`config.mk`:
```
export PLATFORM = sky130hd
export DESIGN_NAME = skvt_cell
export DESIGN_NICKNAME = d
export VERILOG_FILES = /design/src/hw/rtl/skvt_pkg.sv /design/src/hw/rtl/skvt_cell.sv
export SDC_FILE = /design/constraint.sdc
export NUM_CORES = 1
export LEC_CHECK = 0
export ABC_AREA = 1
export BUFFER_PORTS_ARGS = -buffer_cell sky130_fd_sc_hd__buf_2
export CAP_MARGIN = 10
export CORE_MARGIN = 5
export CORE_UTILIZATION = 42
export CTS_BUF_LIST = sky130_fd_sc_hd__clkbuf_16
export DETAILED_ROUTE_END_ITERATION = 10
export HOLD_SLACK_MARGIN = 0.03
export PLACE_DENSITY = 0.79
export SLEW_MARGIN = 0
export SYNTH_ARGS = -nofsm -noshare
export SYNTH_HDL_FRONTEND = slang
export SYNTH_SLANG_ARGS = --single-unit
```
`constraint.sdc`:
```
create_clock -name clock -period 2.79 [get_ports clock]
set_input_delay 0.1395 -clock clock [delete_from_list [all_inputs] [get_ports clock]]
set_output_delay 0.1395 -clock clock [all_outputs]
set_load 0.03 [all_outputs]
```
`src/hw/rtl/skvt_pkg.sv`:
```
// Shared types and constants for the sorted key/value table.
package skvt_pkg;

   localparam int CAPACITY_DEFAULT   = 64;
   localparam int KEY_BITS_DEFAULT   = 32;
   localparam int VALUE_BITS_DEFAULT = 32;

   // Widths of the word fields on the ports.
   localparam int CMD_W       = 2;
   localparam int KEY_W       = 32;
   localparam int VALUE_W     = 32;
   localparam int COUNT_W     = 7;
   localparam int REQ_DATA_W  = 64;
   localparam int RSP_DATA_W  = 40;
   localparam int RSP_USER_W  = 2;

   typedef enum logic [CMD_W-1:0] {
      CMD_GET      = 2'd0,
      CMD_WRITE    = 2'd1,
      CMD_ERASE    = 2'd2,
      CMD_CONTAINS = 2'd3
   } cmd_type;

   // Update broadcast to every cell for the accepted word.
   typedef struct packed {
      logic insert;  // open a slot at the insertion point
      logic erase;   // close the slot of the matching key
      logic write;   // store the request value at the key's slot
   } ctrl_type;

endpackage

```
`src/hw/rtl/skvt_cell.sv`:
```
// One slot of the sorted chain: holds a key/value pair and shifts with its neighbors.
module skvt_cell #(
   parameter int KEY_BITS   = skvt_pkg::KEY_BITS_DEFAULT,
   parameter int VALUE_BITS = skvt_pkg::VALUE_BITS_DEFAULT
) (
   input  logic                  clock,
   input  skvt_pkg::ctrl_type    ctrl,
   input  logic                  occupied,
   input  logic [KEY_BITS-1:0]   lookup_key,
   input  logic [VALUE_BITS-1:0] write_value,
   input  logic                  left_lt,
   input  logic [KEY_BITS-1:0]   left_key,
   input  logic [VALUE_BITS-1:0] left_value,
   input  logic [KEY_BITS-1:0]   right_key,
   input  logic [VALUE_BITS-1:0] right_value,
   output logic                  lt,
   output logic                  hit,
   output logic [KEY_BITS-1:0]   key,
   output logic [VALUE_BITS-1:0] value,
   output logic [VALUE_BITS-1:0] hit_value
);

   logic [KEY_BITS-1:0]   key_ff;
   logic [KEY_BITS-1:0]   key_in;
   logic [VALUE_BITS-1:0] value_ff;
   logic [VALUE_BITS-1:0] value_in;
   logic                  at_pos;

   assign lt        = occupied && (key_ff < lookup_key);
   assign hit       = occupied && (key_ff == lookup_key);
   assign at_pos    = !lt && left_lt;
   assign key       = key_ff;
   assign value     = value_ff;
   assign hit_value = hit ? value_ff : '0;

   always_comb begin
      key_in   = key_ff;
      value_in = value_ff;
      if (ctrl.insert && !lt) begin
         if (at_pos) begin
            key_in   = lookup_key;
            value_in = ctrl.write ? write_value : '0;
         end else begin
            key_in   = left_key;
            value_in = left_value;
         end
      end else if (ctrl.erase && !lt) begin
         key_in   = right_key;
         value_in = right_value;
      end else if (ctrl.write && hit) begin
         value_in = write_value;
      end
   end

   always_ff @(posedge clock) begin
      key_ff   <= key_in;
      value_ff <= value_in;
   end

endmodule

```
After elaboration in Yosys (flattened, before gate mapping)
Index checks and enable logic that the tools add are counted.
{"block": "classes", "n_addsub": 0, "n_mul": 0, "div": 0, "magnitude_cmp": 1, "n_eq_ne": 1, "shifts": 0, "mux": 9, "bitwise": 0, "reduce_logical": 9}
{"operator": "$mux W32", "n": 9}
{"operator": "$eq A32 B32 Y1", "n": 1}
{"operator": "$lt A32 B32 Y1", "n": 1}
{"operator": "$logic_and A1 B1 Y1", "n": 6}
{"operator": "$reduce_bool A3 Y1", "n": 1}
{"operator": "$reduce_bool A2 Y1", "n": 1}
{"operator": "$logic_not A1 Y1", "n": 1}
{"block": "word_totals", "regBits": 64, "latchBits": 0, "ram_bits": 0, "romBits": 0, "input_bits": 198, "output_inout_bits": 98, "wordCells": 22, "memories": 0}

Longest topological paths before layout
{"block": "logic_depth", "depth_word": 6, "mapped_depth": 18, "ltp_nobuf": 17}

Least setup slack after synthesis
Ideal clock, no wire load.
{"block": "synth_timing", "path_kind": "reg-to-reg", "from": "reg key_ff[21] (netlist: key[21])", "to": "reg value_ff[0] (netlist: value[0]), enable pin", "setup_time_ns": 0.561, "arrival_time_ns": 2.588, "t_required_ns": 2.229, "setup_slack_ns": -0.359, "path_stages_with_launch": 12, "path_buffers": 2, "synth_period_minus_slack_ns": 3.149, "cell_sequence": "edfxtp_1 > ha_1 > a21oi_1 > nor2_1 > nor2_1 > nand3_1 > a21oi_2 > nand2_4 > nand2_2 > buf_6 > buf_2 > nand3_1"}
{"block": "synth_between", "elab_chain_cells": 5, "word_cells_on_any_way": 9, "classes_between": "order compare (1); eq/ne (1); reduce/logical (7)"}
{"item": "start: declaration", "line": "skvt_cell.sv:23", "source": "logic [KEY_BITS-1:0] key_ff;"}
{"item": "start signal: assignment", "line": "skvt_cell.sv:56", "source": "key_ff <= key_in;"}
{"item": "$lt A32 B32 Y1", "line": "skvt_cell.sv:29", "source": "assign lt = occupied && (key_ff < lookup_key);"}
{"item": "$logic_and A1 B1 Y1", "line": "skvt_cell.sv:29"}
{"item": "$logic_not A1 Y1", "line": "skvt_cell.sv:39, skvt_cell.sv:47"}
{"item": "$logic_and A1 B1 Y1 (on tied branches)", "line": "skvt_cell.sv:39, skvt_cell.sv:47"}
{"item": "$reduce_bool A3 Y1 (no line) *"}
{"item": "end signal: assignment", "line": "skvt_cell.sv:57", "source": "value_ff <= value_in;"}
{"item": "end: declaration", "line": "skvt_cell.sv:25", "source": "logic [VALUE_BITS-1:0] value_ff;"}
Every way passes the cells marked *; elsewhere a longest branch is shown, timed or not.
A chain may end at the register's enable or synchronous reset.

Final worst setup path
{"block": "layout_timing", "from": "reg key_ff[15] (netlist: key[15])", "to": "out hit_value[4]"}
{"block": "layout_between", "elab_chain_cells": 3}
{"item": "$eq A32 B32 Y1", "line": "skvt_cell.sv:30", "source": "assign hit = occupied && (key_ff == lookup_key);"}
{"item": "$logic_and A1 B1 Y1", "line": "skvt_cell.sv:30"}
{"item": "$mux W32", "line": "skvt_cell.sv:34", "source": "assign hit_value = hit ? value_ff : '0;"}
{"item": "end: declaration", "line": "skvt_cell.sv:20", "source": "output logic [VALUE_BITS-1:0] hit_value"}
Every way passes these cells.

==> results.py <==
metrics = {
    "synthesis": {
        "ys_seq_area_frac": 0.352,
        "avgSynthCellArea_um2": 6.69,
        "ys_types": 21,
        "ys.flop_type": "edfxtp_1",
        "async_reset_ff_frac": 0,
        "synth_edf_count": 64,
        "netlist_instances": 816,
        "synth.largest_area_cell": "edfxtp_1",
        "synthTopCellsByCount": "nand2_1, inv_1, nand3_1",
        "yosysTopAreaCellShare": 0.352,
        "ys_warn_count": 0,
        "syn_nets": 1046,
        "syn_area_um2": 5460,
        "synth.most_common_cell": "nand2_1",
        "ys_top_cells_by_area": "edfxtp_1, nand2_1, nand3_1",
        "synth_seq_cells": 64,
    },
    "clock_network": {
        "cts_resized": 0,
        "post-cts-setup-buffer-count": 0,
        "path_clk_slew_ns": 0.06,
        "cts_hold_buf": 0,
        "htreeDepth": 3,
        "root_buffer": "clkbuf_16",
        "cts_tree": "done",
        "clk_latency_ns": 0.32,
        "cts_num_sinks": 64,
        "clockBufferDepth": 2,
        "cts_made_buffers": 9,
    },
    "floorplan": {
        "io_pins": 296,
        "start_util": 0.431,
        "rows": 41,
        "chipWidth_um": 124,
        "die-area_um2": 15400,
        "die_h_um": 124,
        "coreArea_um2": 12700,
    },
    "placed_design": {
        "hpwl_mm": 14.1,
        "gp_congestion": 0.897,
        "dp.cells": 1244,
        "portBuffers": 295,
        "place_area_um2": 7050,
        "place_ws_ns": 0.196,
    },
    "timing": {
        "max_freq_ghz": 0.395,
        "relSlewSlack": 0.389,
        "slew_violations": 0,
        "finalCritPeriodShare": 0.908,
        "worst_slack_ns": 0.256,
        "finalSetupViolCount": 0,
        "rsz0062_at_grt": "no",
        "tns_ns": 0,
        "clock_skew_ns": 0.00962,
        "worst_pin_slew_ns": 0.917,
        "fin_crit_ns": 2.53,
        "hold_viol_final": 0,
    },
    "global_route": {
        "grt_pass1_wl_mm": 28.0,
        "antenna_found_initial": 2,
        "grt_max_degree": 82,
        "overflow": 0,
        "grtUsageMet2": 0.414,
        "grt_pass1_vias": 5701,
        "met3_usage": 0.0536,
        "grt_busiest_layer": "met2",
        "grt_usage": 0.231,
        "use_met1": 0.277,
    },
    "critical_path": {
        "end_kind": "output pin",
        "crit_required_ns": 2.65,
        "critPathArrivalTime_ns": 2.39,
        "r2r_start": "key[31]",
        "critPathKind": "flop to output pin",
        "crit_start": "key[15]",
        "crit_fanout": 32,
        "start_kind": "flop",
    },
    "routing": {
        "ant_nets": 0,
        "route.vias.total": 6139,
        "first_pass_iters": 6,
        "wire_per_inst_um": 14.8,
        "post-route-drc-count": 0,
        "drtIter0Drc": 447,
        "routed_wirelength_mm": 18.6,
        "vias_per_cell": 4.86,
    },
    "pwr": {
        "pwr-share-comb": 0.370,
        "p_int_w": 0.00259,
        "power_density_nw_per_um2": 563,
        "p_sw_w": 0.00158,
        "finalPower_w": 0.00416,
        "p_seq_frac": 0.336,
        "p_leak_nw": 4.46,
        "pwr-share-clk": 0.294,
        "irDropWorstVdd_v": 0.000249,
        "switching_share": 0.378,
    },
    "min_path": {
        "hold_path.class": "primary input to flop",
        "hold_start": "right_key[18]",
    },
    "final_layout": {
        "area_growth_pct": 35.4,
        "fin_nets": 1313,
        "n_fill_cell": 1244,
        "drive_above_1_share": 0.303,
        "fin_cells": 1262,
        "stdcell_area_um2": 7390,
    },
    "flow_run": {
        "cap_violations": 0,
    },
    "run_status": {
        "status": "complete, no violations",
    },
}
==> flip-flops by register name, indices dropped and copies added (netlist names) <==
name / count
key: 32
value: 32
==> cells by family after synthesis <==
family / count (synthesis) / share of synthesized area
buf+inv: 226 / 0.167
flops: 64 / 0.352
fa+ha+maj: 32 / 0.0733
compound gates: 47 / 0.0662
simple gates: 447 / 0.342
==> power by group through the flow <==
| stage | clock network [W] | registers [W] | logic (W) |
|---|---|---|---|
| CTS | 0.00124 | 0.00140 | 0.00154 |
| floorplan | 0 | 0.00173 | 0.000697 |
| finish | 0.00122 | 0.00140 | 0.00154 |
| detailed placement | 0 | 0.00142 | 0.00154 |
| global route | 0.00130 | 0.00141 | 0.00171 |
| global placement | 0 | 0.00140 | 0.00152 |
==> worst max-delay path, cell delays in order, from the launching register on <==
cell and delay (ns):
edfxtp_1 0.38, ha_1 0.31, nand2_1 0.06, nor2_1 0.16, nand4_1 0.13, nor4_1 0.27
nand2_1 0.11, buf_4 0.25, nor2_1 0.15, buf_2 0.22
==> path summary, 6_finish.rpt <==
path | cells after the start | endpoint | slack, ns
hold reg to reg | 8 | key[29] | 1.26
hold / removal | 3 | key[18] | 0.09
setup / recovery | 9 | hit_value[4] | 0.26
setup reg to reg | 12 | value[4] | 0.28
==> per-stage QoR <==
| stage | utilization | hold slack [ns] |
|---|---|---|
| global route | 0.583 | 0.0844 |
| global placement | 0.556 | 0.411 |
| floorplan | - | 0.326 |
| CTS | 0.582 | 0.0757 |
| detailed placement | 0.556 | 0.414 |
| finish | 0.583 | 0.0860 |
==> metal layers <==
layer  vias up  share of wire
met2       260           0.50
met4         0          0.024
met1      2729           0.39
li1       3119              -
met3        31          0.089
met5         -              0
==> placed cells by master, fill, tap and decap left out, drive strengths merged <==
master	count
inv	173
o2111ai	32
clkinvlp	2
o21ai	2
diode	2
nor2	45
a21oi	12
clkbuf	9
clkinv	4
nand2	267
bufinv	2
a21o	1
nand3	131
nor4	1
buf	308
nand4	3
ha	32
edfxtp	64
==> cell type report <==
| class | count | area [um2] | share of cell area |
|---|---|---|---|
| clock inverters | 7 | 96.3 | 0.0130 |
| inverters | 174 | 653 | 0.0884 |
| clock buffers | 9 | 225 | 0.0305 |
| well taps | 172 | 215 | 0.0291 |
| repair buffers | 308 | 1630 | 0.221 |
| multi-input cells | 526 | 2640 | 0.357 |
| flip-flops and latches | 64 | 1920 | 0.260 |
| diodes | 2 | 5.00 | 0.000677 |
Note: power is estimated with default switching activity, not from simulation.
